`config.mk`:
```
export PLATFORM = sky130hd
export DESIGN_NAME = sorted_key_table_flat
export DESIGN_NICKNAME = d
export VERILOG_FILES = /design/src/rtl/skt_pkg.sv /design/src/rtl/skt_if.sv /design/src/rtl/skt_ram.sv /design/src/rtl/sorted_key_table.sv /design/src/flat_wrapper.sv
export SDC_FILE = /design/constraint.sdc
export NUM_CORES = 2
export LEC_CHECK = 0
export BUFFER_PORTS_ARGS = -buffer_cell sky130_fd_sc_hd__clkbuf_2
export CORE_MARGIN = 2
export CORE_UTILIZATION = 45
export CTS_CLUSTER_SIZE = 10
export DETAILED_ROUTE_END_ITERATION = 16
export PLACE_DENSITY = 0.68
export SYNTH_ARGS = -nofsm -noshare
export SYNTH_HDL_FRONTEND = slang
export SYNTH_SLANG_ARGS = --single-unit
```
`constraint.sdc`:
```
create_clock -name clk -period 9.7 [get_ports clk]
set_input_delay 0 -clock clk [delete_from_list [all_inputs] [get_ports clk]]
set_output_delay 0 -clock clk [all_outputs]
set_load 0.005 [all_outputs]
```
`src/rtl/skt_pkg.sv`:
```
// skt_pkg: shared constants, codes and types of the sorted key table.
// No dependencies; every other file of the block imports it.
`timescale 1ns / 1ps

package skt_pkg;

  // Table geometry
  localparam int TABLE_DEPTH = 64;
  localparam int IDX_W       = $clog2(TABLE_DEPTH);
  localparam int CNT_W       = $clog2(TABLE_DEPTH + 1);

  // Field widths of the request and response
  localparam int CMD_W    = 2;
  localparam int KEY_W    = 32;
  localparam int MARK_W   = 7;
  localparam int TOTAL_W  = 9;
  localparam int SUM_W    = MARK_W + 3;
  localparam int STATUS_W = 3;
  localparam int POS_W    = 6;
  localparam int COUNT_W  = 7;

  localparam logic [MARK_W-1:0] MARK_MAX = MARK_W'(100);

  // Command codes
  localparam logic [CMD_W-1:0] CMD_INSERT = 2'd0;
  localparam logic [CMD_W-1:0] CMD_REMOVE = 2'd1;
  localparam logic [CMD_W-1:0] CMD_SEARCH = 2'd2;

  // Status codes
  localparam logic [STATUS_W-1:0] ST_OK        = 3'd0;
  localparam logic [STATUS_W-1:0] ST_DUP       = 3'd1;
  localparam logic [STATUS_W-1:0] ST_NOT_FOUND = 3'd2;
  localparam logic [STATUS_W-1:0] ST_FULL      = 3'd3;
  localparam logic [STATUS_W-1:0] ST_MARK      = 3'd4;

  // One table entry
  typedef struct packed {
    logic signed [KEY_W-1:0] key;
    logic [TOTAL_W-1:0]      total;
  } entry_t;

  // Table memory access: write enable, address and data, and read address
  typedef struct packed {
    logic             we;
    logic [IDX_W-1:0] waddr;
    entry_t           wdata;
    logic [IDX_W-1:0] raddr;
  } ram_req_t;

  // Sequencer states
  typedef enum logic [2:0] {
    S_IDLE,
    S_SEARCH_RD,
    S_SEARCH_CMP,
    S_DECIDE,
    S_MOVE_RD,
    S_MOVE_WR,
    S_PLACE,
    S_DONE
  } state_t;

endpackage

```
`src/rtl/skt_if.sv`:
```
// skt_if: valid/ready channel interfaces for table requests and responses.
// Depends on skt_pkg for the field widths.
`timescale 1ns / 1ps

interface skt_req_if import skt_pkg::*; ();
  logic                    valid;
  logic                    ready;
  logic [CMD_W-1:0]        cmd;
  logic signed [KEY_W-1:0] student_key;
  logic [MARK_W-1:0]       mark_a;
  logic [MARK_W-1:0]       mark_b;
  logic [MARK_W-1:0]       mark_c;
  logic [MARK_W-1:0]       mark_d;
  logic [MARK_W-1:0]       mark_e;

  modport source (
    output valid, cmd, student_key, mark_a, mark_b, mark_c, mark_d, mark_e,
    input  ready
  );
  modport sink (
    input  valid, cmd, student_key, mark_a, mark_b, mark_c, mark_d, mark_e,
    output ready
  );
endinterface

interface skt_rsp_if import skt_pkg::*; ();
  logic                valid;
  logic                ready;
  logic [STATUS_W-1:0] status;
  logic [POS_W-1:0]    found_position;
  logic [TOTAL_W-1:0]  found_total;
  logic [COUNT_W-1:0]  entry_count;

  modport source (
    output valid, status, found_position, found_total, entry_count,
    input  ready
  );
  modport sink (
    input  valid, status, found_position, found_total, entry_count,
    output ready
  );
endinterface

```
`src/rtl/skt_ram.sv`:
```
// skt_ram: entry memory of the sorted key table, one write and one read port.
// Read data is registered. Depends on skt_pkg.
`timescale 1ns / 1ps

module skt_ram import skt_pkg::*; (
  input  logic     clk,
  input  ram_req_t ctl,
  output entry_t   rd_data
);

  entry_t mem [TABLE_DEPTH];

  // Write port
  always_ff @(posedge clk) begin
    if (ctl.we) begin
      mem[ctl.waddr] <= ctl.wdata;
    end
  end

  // Registered read port
  always_ff @(posedge clk) begin
    rd_data <= mem[ctl.raddr];
  end

endmodule

```
`src/rtl/sorted_key_table.sv`:
```
// sorted_key_table: top level, request decode, search/shift sequencer and
// response register. Depends on skt_pkg, skt_if and skt_ram.
`timescale 1ns / 1ps

// Keeps up to TABLE_DEPTH unique signed keys in ascending order, each with
// the total of five marks. One request is taken at a time: ready is high only
// while the sequencer is idle. Every request first runs a binary search over
// the held entries, each probe a memory read and then a key compare, at most
// floor(log2(count))+1 probes, plus a closing search step when the key is
// absent. A decide step follows. An insert then moves every larger entry up
// by one and a remove moves every later entry down by one, each moved entry
// read and then written through the one-read, one-write table memory; an
// insert then places the new entry. The done and idle steps close each
// request. The response sits in an output register until it is taken; while
// it waits, a following request stalls in its done step. No clearing pass is
// needed after reset; only entries below the count are read.
module sorted_key_table import skt_pkg::*; (
  input  logic       clk,
  input  logic       rst,
  skt_req_if.sink    req,
  skt_rsp_if.source  rsp
);

  state_t state, state_next;

  // Request held for the duration of the command
  logic [CMD_W-1:0]        cmd_q;
  logic signed [KEY_W-1:0] key_q;
  logic [TOTAL_W-1:0]      total_q;
  logic                    mark_bad;

  // Search and shift bookkeeping
  logic [CNT_W-1:0]    lo, hi;
  logic [IDX_W-1:0]    mid;
  logic                found;
  logic [TOTAL_W-1:0]  found_total_q;
  logic [CNT_W-1:0]    j;
  logic [CNT_W-1:0]    occupancy;
  logic [STATUS_W-1:0] status_q;

  // Response register
  logic                out_valid;
  logic [STATUS_W-1:0] out_status;
  logic [POS_W-1:0]    out_position;
  logic [TOTAL_W-1:0]  out_total;
  logic [COUNT_W-1:0]  out_count;

  ram_req_t ram_ctl;
  entry_t   rd_data;

  logic [CNT_W:0]   mid_sum;
  logic [IDX_W-1:0] mid_calc;
  logic [CNT_W-1:0] j_step;
  logic             is_insert;
  logic             more_moves;
  logic [SUM_W-1:0] mark_sum;
  logic             mark_over;
  logic             load_out;

  skt_ram u_ram (
    .clk     (clk),
    .ctl     (ram_ctl),
    .rd_data (rd_data)
  );

  // Mark sum and range check of the incoming request
  always_comb begin
    mark_sum = SUM_W'(req.mark_a) + SUM_W'(req.mark_b) + SUM_W'(req.mark_c)
             + SUM_W'(req.mark_d) + SUM_W'(req.mark_e);
    mark_over = (req.mark_a > MARK_MAX) || (req.mark_b > MARK_MAX) ||
                (req.mark_c > MARK_MAX) || (req.mark_d > MARK_MAX) ||
                (req.mark_e > MARK_MAX);
  end

  // Probe midpoint and shift step
  always_comb begin
    mid_sum    = (CNT_W + 1)'(lo) + (CNT_W + 1)'(hi);
    mid_calc   = mid_sum[IDX_W:1];
    is_insert  = (cmd_q == CMD_INSERT);
    j_step     = is_insert ? (j - CNT_W'(1)) : (j + CNT_W'(1));
    more_moves = is_insert ? (j_step > lo) : ((j_step + CNT_W'(1)) < occupancy);
  end

  // State register
  always_ff @(posedge clk) begin
    if (rst) begin
      state <= S_IDLE;
    end else begin
      state <= state_next;
    end
  end

  // Next state, memory access and handshake
  always_comb begin
    state_next    = state;
    ram_ctl.we    = 1'b0;
    ram_ctl.waddr = j[IDX_W-1:0];
    ram_ctl.wdata = rd_data;
    ram_ctl.raddr = mid_calc;
    req.ready     = 1'b0;
    load_out      = 1'b0;
    unique case (state)
      S_IDLE: begin
        req.ready = 1'b1;
        if (req.valid) begin
          state_next = S_SEARCH_RD;
        end
      end
      S_SEARCH_RD: begin
        state_next = (lo < hi) ? S_SEARCH_CMP : S_DECIDE;
      end
      S_SEARCH_CMP: begin
        if ($signed(rd_data.key) == key_q) begin
          state_next = S_DECIDE;
        end else begin
          state_next = S_SEARCH_RD;
        end
      end
      S_DECIDE: begin
        if (cmd_q == CMD_INSERT && !found && occupancy != CNT_W'(TABLE_DEPTH)
            && !mark_bad) begin
          state_next = (occupancy > lo) ? S_MOVE_RD : S_PLACE;
        end else if (cmd_q == CMD_REMOVE && found
                     && (CNT_W'(mid) + CNT_W'(1)) < occupancy) begin
          state_next = S_MOVE_RD;
        end else begin
          state_next = S_DONE;
        end
      end
      S_MOVE_RD: begin
        // Neighbour of the slot being written: below for insert, above for remove
        ram_ctl.raddr = j_step[IDX_W-1:0];
        state_next    = S_MOVE_WR;
      end
      S_MOVE_WR: begin
        ram_ctl.we = 1'b1;
        if (more_moves) begin
          state_next = S_MOVE_RD;
        end else begin
          state_next = is_insert ? S_PLACE : S_DONE;
        end
      end
      S_PLACE: begin
        ram_ctl.we    = 1'b1;
        ram_ctl.waddr = lo[IDX_W-1:0];
        ram_ctl.wdata = '{key: key_q, total: total_q};
        state_next    = S_DONE;
      end
      S_DONE: begin
        if (!out_valid || rsp.ready) begin
          load_out   = 1'b1;
          state_next = S_IDLE;
        end
      end
      default: state_next = S_IDLE;
    endcase
  end

  // Datapath registers
  always_ff @(posedge clk) begin
    unique case (state)
      S_IDLE: begin
        cmd_q    <= req.cmd;
        key_q    <= req.student_key;
        total_q  <= mark_sum[TOTAL_W-1:0];
        mark_bad <= mark_over;
        lo       <= '0;
        hi       <= occupancy;
        found    <= 1'b0;
        status_q <= ST_OK;
      end
      S_SEARCH_RD: begin
        mid <= mid_calc;
      end
      S_SEARCH_CMP: begin
        if ($signed(rd_data.key) == key_q) begin
          found         <= 1'b1;
          found_total_q <= rd_data.total;
        end else if ($signed(rd_data.key) < key_q) begin
          lo <= CNT_W'(mid) + CNT_W'(1);
        end else begin
          hi <= CNT_W'(mid);
        end
      end
      S_DECIDE: begin
        if (cmd_q == CMD_INSERT) begin
          j <= occupancy;
          if (found) begin
            status_q <= ST_DUP;
          end else if (occupancy == CNT_W'(TABLE_DEPTH)) begin
            status_q <= ST_FULL;
          end else if (mark_bad) begin
            status_q <= ST_MARK;
          end
        end else if (cmd_q == CMD_REMOVE || cmd_q == CMD_SEARCH) begin
          j <= CNT_W'(mid);
          if (!found) begin
            status_q <= ST_NOT_FOUND;
          end
        end
      end
      S_MOVE_WR: begin
        j <= j_step;
      end
      default: begin
      end
    endcase
  end

  // Entry count
  always_ff @(posedge clk) begin
    if (rst) begin
      occupancy <= '0;
    end else if (state == S_PLACE) begin
      occupancy <= occupancy + CNT_W'(1);
    end else if (cmd_q == CMD_REMOVE && found && load_out) begin
      occupancy <= occupancy - CNT_W'(1);
    end
  end

  // Response register
  always_ff @(posedge clk) begin
    if (rst) begin
      out_valid <= 1'b0;
    end else if (load_out) begin
      out_valid <= 1'b1;
    end else if (rsp.ready) begin
      out_valid <= 1'b0;
    end
  end

  always_ff @(posedge clk) begin
    if (load_out) begin
      out_status <= status_q;
      if (cmd_q == CMD_SEARCH && found) begin
        out_position <= POS_W'(mid);
        out_total    <= found_total_q;
      end else begin
        out_position <= '0;
        out_total    <= '0;
      end
      if (cmd_q == CMD_REMOVE && found) begin
        out_count <= COUNT_W'(occupancy - CNT_W'(1));
      end else begin
        out_count <= COUNT_W'(occupancy);
      end
    end
  end

  assign rsp.valid          = out_valid;
  assign rsp.status         = out_status;
  assign rsp.found_position = out_position;
  assign rsp.found_total    = out_total;
  assign rsp.entry_count    = out_count;

`ifndef SYNTHESIS
  // The count never passes the table size
  a_count_bound: assert property (@(posedge clk) disable iff (rst)
    occupancy <= CNT_W'(TABLE_DEPTH))
    else $error("entry count above table size");

  // The count moves by one entry at most per command
  a_count_step: assert property (@(posedge clk) disable iff (rst)
    (!$past(rst) && !$stable(occupancy)) |->
      (occupancy == $past(occupancy) + CNT_W'(1)) ||
      (occupancy == $past(occupancy) - CNT_W'(1)))
    else $error("entry count jumped");

  // A failed command reports no position and no total
  a_fail_clean: assert property (@(posedge clk) disable iff (rst)
    (rsp.valid && rsp.status != ST_OK) |->
      (rsp.found_position == '0 && rsp.found_total == '0))
    else $error("failed command carries search data");

  // The table memory is written only while shifting or placing an entry
  a_write_phase: assert property (@(posedge clk) disable iff (rst)
    ram_ctl.we |-> (cmd_q == CMD_INSERT || (cmd_q == CMD_REMOVE && found)))
    else $error("table written by a command that must not change it");
`endif

endmodule

```
`src/flat_wrapper.sv`:
```
// flat-port wrapper written by rule: the top's interface ports become plain ports
module sorted_key_table_flat import skt_pkg::*;
  (clk, rst, req_valid, req_cmd, req_student_key, req_mark_a, req_mark_b, req_mark_c, req_mark_d, req_mark_e, req_ready, rsp_valid, rsp_status, rsp_found_position, rsp_found_total, rsp_entry_count, rsp_ready);
  skt_req_if req_i ();
  skt_rsp_if rsp_i ();
  input  logic clk;
  input  logic rst;
  input wire logic [$bits(req_i.valid)-1:0] req_valid;
  input wire logic [$bits(req_i.cmd)-1:0] req_cmd;
  input wire logic [$bits(req_i.student_key)-1:0] req_student_key;
  input wire logic [$bits(req_i.mark_a)-1:0] req_mark_a;
  input wire logic [$bits(req_i.mark_b)-1:0] req_mark_b;
  input wire logic [$bits(req_i.mark_c)-1:0] req_mark_c;
  input wire logic [$bits(req_i.mark_d)-1:0] req_mark_d;
  input wire logic [$bits(req_i.mark_e)-1:0] req_mark_e;
  output wire logic [$bits(req_i.ready)-1:0] req_ready;
  output wire logic [$bits(rsp_i.valid)-1:0] rsp_valid;
  output wire logic [$bits(rsp_i.status)-1:0] rsp_status;
  output wire logic [$bits(rsp_i.found_position)-1:0] rsp_found_position;
  output wire logic [$bits(rsp_i.found_total)-1:0] rsp_found_total;
  output wire logic [$bits(rsp_i.entry_count)-1:0] rsp_entry_count;
  input wire logic [$bits(rsp_i.ready)-1:0] rsp_ready;
  assign req_i.valid = req_valid;
  assign req_i.cmd = req_cmd;
  assign req_i.student_key = req_student_key;
  assign req_i.mark_a = req_mark_a;
  assign req_i.mark_b = req_mark_b;
  assign req_i.mark_c = req_mark_c;
  assign req_i.mark_d = req_mark_d;
  assign req_i.mark_e = req_mark_e;
  assign req_ready = req_i.ready;
  assign rsp_valid = rsp_i.valid;
  assign rsp_status = rsp_i.status;
  assign rsp_found_position = rsp_i.found_position;
  assign rsp_found_total = rsp_i.found_total;
  assign rsp_entry_count = rsp_i.entry_count;
  assign rsp_i.ready = rsp_ready;
  sorted_key_table u_core (.clk(clk), .rst(rst), .req(req_i), .rsp(rsp_i));
endmodule
```
==> summary.txt <==
Placement
  – Dpl hpwl: 161400 µm
  – GPL Wtd Cong: 0.8938
  – Port-buffer cells: 99
  – Cells after DPL: 11173

Synth
  – Netlist Area Pre-Place: 113800 µm²
  – Flip-flop and latch count after synthesis: 2785
  – Commonest register cell after synthesis: edfxtp_1
  – Synth area leaders: edfxtp_1, nand2_1, mux2i_1
  – Distinct cells, synth: 70
  – YS warnings: 0
  – Syn_area_per_cell: 14.06 µm²
  – Post-synthesis sequential area ratio: 73.06%
  – Number of flops mapped to enable cells by yosys: 2733
  – Asr flop ratio synth: 0%
  – Syn Inst Count: 8093
  – Post-synth top area cell: edfxtp_1
  – Syn Nets: 8276
  – Share of the synthesized area in the top cell type: 72.14%

Setup path
  – Critical path endpoint category: flop
  – CP required: 10.53 ns
  – CP Max Fanout: 160
  – Setup CP Type: flop to flop
  – CP Buf/Inv Count: 3
  – Slowest cell on the critical path: or3_4
  – Crit-path max cell delay: 0.73 ns
  – Crit path arrival time: 6.50 ns
  – CP startpoint kind: flop
  – CP Cell Sequence: inv_1, ha_1, nor4b_2, a31oi_1, a211oi_1, or3_4, buf_12, buf_12, a311oi_1, a311oi_1, nor2_1, a221o_1
  – Family with the most delay on the worst path: compound AO/OA/AOI/OAI gates

Clocking
  – Cts hold-fix bufs: 99
  – CTS tree: yes
  – Clk sinks: 2785
  – Clk_lat worst skew: 0.97 ns
  – Post-CTS setup repair buffer count: 0
  – Clk root buf: clkbuf_16
  – CTS Buf Count: 331
  – CTS clk-pin slew, worst paths: 0.06 ns
  – # H-tree levels: 5
  – CTS Buffer Depth: 4
  – Resize count post-CTS: 0

Power
  – Static leakage: 45.28 nW
  – Cell area power density: 380.9 nW/µm²
  – Peak VDD IR: 874.0 µV

Finish
  – Area delta synth->final: 13.06%
  – Most frequent cells in the layout: edfxtp_1, nand2_1, mux2i_1
  – Most common cell after layout, fill and taps aside: edfxtp_1
  – Nets@finish: 8442
  – Layout cells sized above 1: 9.248%
  – Finished Layout Cells: 11772
  – Fillers: 20481
  – Final Util: 51.16%

Die
  – IO Pins: 100
  – Die height: 506.8 µm
  – Die W: 506.8 µm
  – Cell Rows: 184
  – Placeable Area: 251400 µm²
  – Starting Density: 45.25%
  – Full die area: 256800 µm²

STA
  – Final slew viol count: 0
  – Fmax: 176.4 MHz
  – Worst Tran Pin Value: 1.499 ns
  – Number of setup violations in the final report: 0
  – Post-route clock period utilization: 58.45%
  – Minimum clock period: 5.670 ns
  – Clock skew: 0.06754 ns
  – RSZ-0062 raised after global routing: no
  – Rel. slew slack: 0.05709%
  – Setup TNS: 0 ns
  – Hold Violations, Final: 0

Flow run
  – Max Cap Viol: 0

Route
  – Via density: 6.096
  – Final ANT Viol Nets: 0
  – Drt wl/cell: 27.73 µm
  – Final wirelength: 326400 µm
  – # DRC: 0
  – DRT Pass-1 Iters: 6
  – Vias: 71760
  – DR iter-0 viols: 10869

GRT
  – Largest net degree at the start of global routing: 174
  – Total routing usage reported by global routing: 24.81%
  – Vias in the first global route: 68546
  – First-pass GRT wire length: 469200 µm
  – Antenna violations before repair: 11
  – GRT overflow: 0

Worst hold path
  – Worst min-delay path category: input pin to flop

Run status
  – Status: completed
worst register-to-register path, stage by stage, from the launching register on:
cell and delay [ns]:
edfxtp_1 0.42, inv_1 0.13, ha_1 0.63, nor4b_2 0.36, a31oi_1 0.12, a211oi_1 0.32, or3_4 0.73, buf_12 0.71
buf_12 0.69, a311oi_1 0.31, a311oi_1 0.71, nor2_1 0.13, a221o_1 0.31
per-layer routing:
layer | global-route usage (%) | wire, µm
met5 | 0 | 13
met4 | 9.432 | 12600
met3 | 4.726 | 37520
met2 | 38.28 | 148800
met1 | 34.99 | 127400
stage by stage:
| stage | total power, mW | setup slack (ns) | hold slack, ns | cell area, µm² |
|---|---|---|---|---|
| 2_1_floorplan | 31.02 | 5.107 | 0.09887 | 113800 |
| 3_3_place_gp | 37.36 | 4.425 | 0.1778 | 118300 |
| 3_5_place_dp | 37.79 | 4.378 | 0.1786 | 118400 |
| 4_1_cts | 48.72 | 4.316 | 0.02561 | 128600 |
| 5_1_grt | 51.04 | 3.865 | 0.06427 | 128600 |
| 6_report | 49.00 | 4.030 | 0.08111 | 128600 |
cell type report:
type / count / area (µm²) / area share, %
Sequential cell: 2785 / 83110 / 64.61
Multi-Input combinational cell: 4678 / 28760 / 22.36
Clock buffer: 484 / 8962 / 6.968
Tap cell: 3348 / 4189 / 3.257
Timing Repair Buffer: 357 / 3018 / 2.346
Inverter: 106 / 399.1 / 0.3103
Clock inverter: 13 / 187.7 / 0.1459
Antenna cell: 1 / 2.502 / 0.001946
synth_stat cells, types with 3 or more instances:
library cell	n
nor3b_1	4
clkbuf_1	230
xor2_1	14
a311o_1	3
a311oi_1	490
o21bai_1	7
nand3b_1	8
o21ai_0	66
and3_1	272
buf_6	13
mux2_2	42
a31oi_1	6
or2_2	3
nand2_1	2074
o32ai_1	41
nor2_1	190
a221o_1	40
nor2b_1	11
nand4_1	11
edfxtp_1	2733
buf_2	246
o31ai_1	8
mux2i_1	584
nor3_1	15
buf_4	17
a21oi_1	45
or3_1	3
a21boi_0	3
xnor2_1	28
buf_1	17
and4_1	3
and2_1	7
ha_1	94
nand2b_1	10
inv_1	105
o21a_1	9
fa_1	16
nand3_1	513
nor4_1	3
a21o_1	17
dfxtp_1	52
sequential cells by signal, summed over array words and instances (netlist names):
| register | cells |
|---|---|
| u_core.rsp.valid | 1 |
| u_core.hi | 7 |
| u_core.mid | 6 |
| u_core.u_ram.rd_data | 41 |
| u_core.status_q | 3 |
| u_core.total_q | 9 |
| u_core.u_ram.mem | 2624 |
| u_core.rsp.entry_count | 7 |
| u_core.state | 3 |
| u_core.found_total_q | 9 |
| u_core.found | 1 |
| u_core.mark_bad | 1 |
| u_core.rsp.found_position | 6 |
| u_core.key_q | 32 |
| u_core.rsp.status | 3 |
| u_core.cmd_q | 2 |
| u_core.occupancy | 7 |
| u_core.rsp.found_total | 9 |
| u_core.lo | 7 |
| u_core.j | 7 |
path summary, 6_finish.rpt:
| kind | end | slack, ns | startpoint | cells past startpoint |
|---|---|---|---|---|
| setup / recovery | u_core.u_ram.rd_data[35] | 4.03 | u_core.cmd_q[1] | 12 |
| hold reg to reg | u_core.rsp.status[0] | 0.43 | u_core.status_q[0] | 0 |
| setup reg to reg | u_core.u_ram.rd_data[35] | 4.03 | u_core.cmd_q[1] | 12 |
| hold / removal | u_core.state[0] | 0.08 | req_valid | 4 |
power by group:
| part | leakage, nW | internal, mW | switching (mW) | total (mW) |
|---|---|---|---|---|
| clock | 4.41 | 6.38 | 4.53 | 10.9 |
| sequential | 25.2 | 15.2 | 0.225 | 15.4 |
| combinational | 15.7 | 7.07 | 15.6 | 22.6 |
kinds of logic (layout without fill, tap and decap cells):
kind of cell,after synthesis,after routing,share of synthesized area [%]
xor gates and xnor gates,43,43,0.3377
buffers and inverters,630,960,2.494
other,0,1,0
muxes,626,626,5.554
adders and majority gates,110,110,1.315
AOI/OAI and AO/OA,762,762,5.498
DFF,2785,2785,73.06
and+or+nand+nor,3137,3137,11.74
Power figures use the tool's default switching activity.
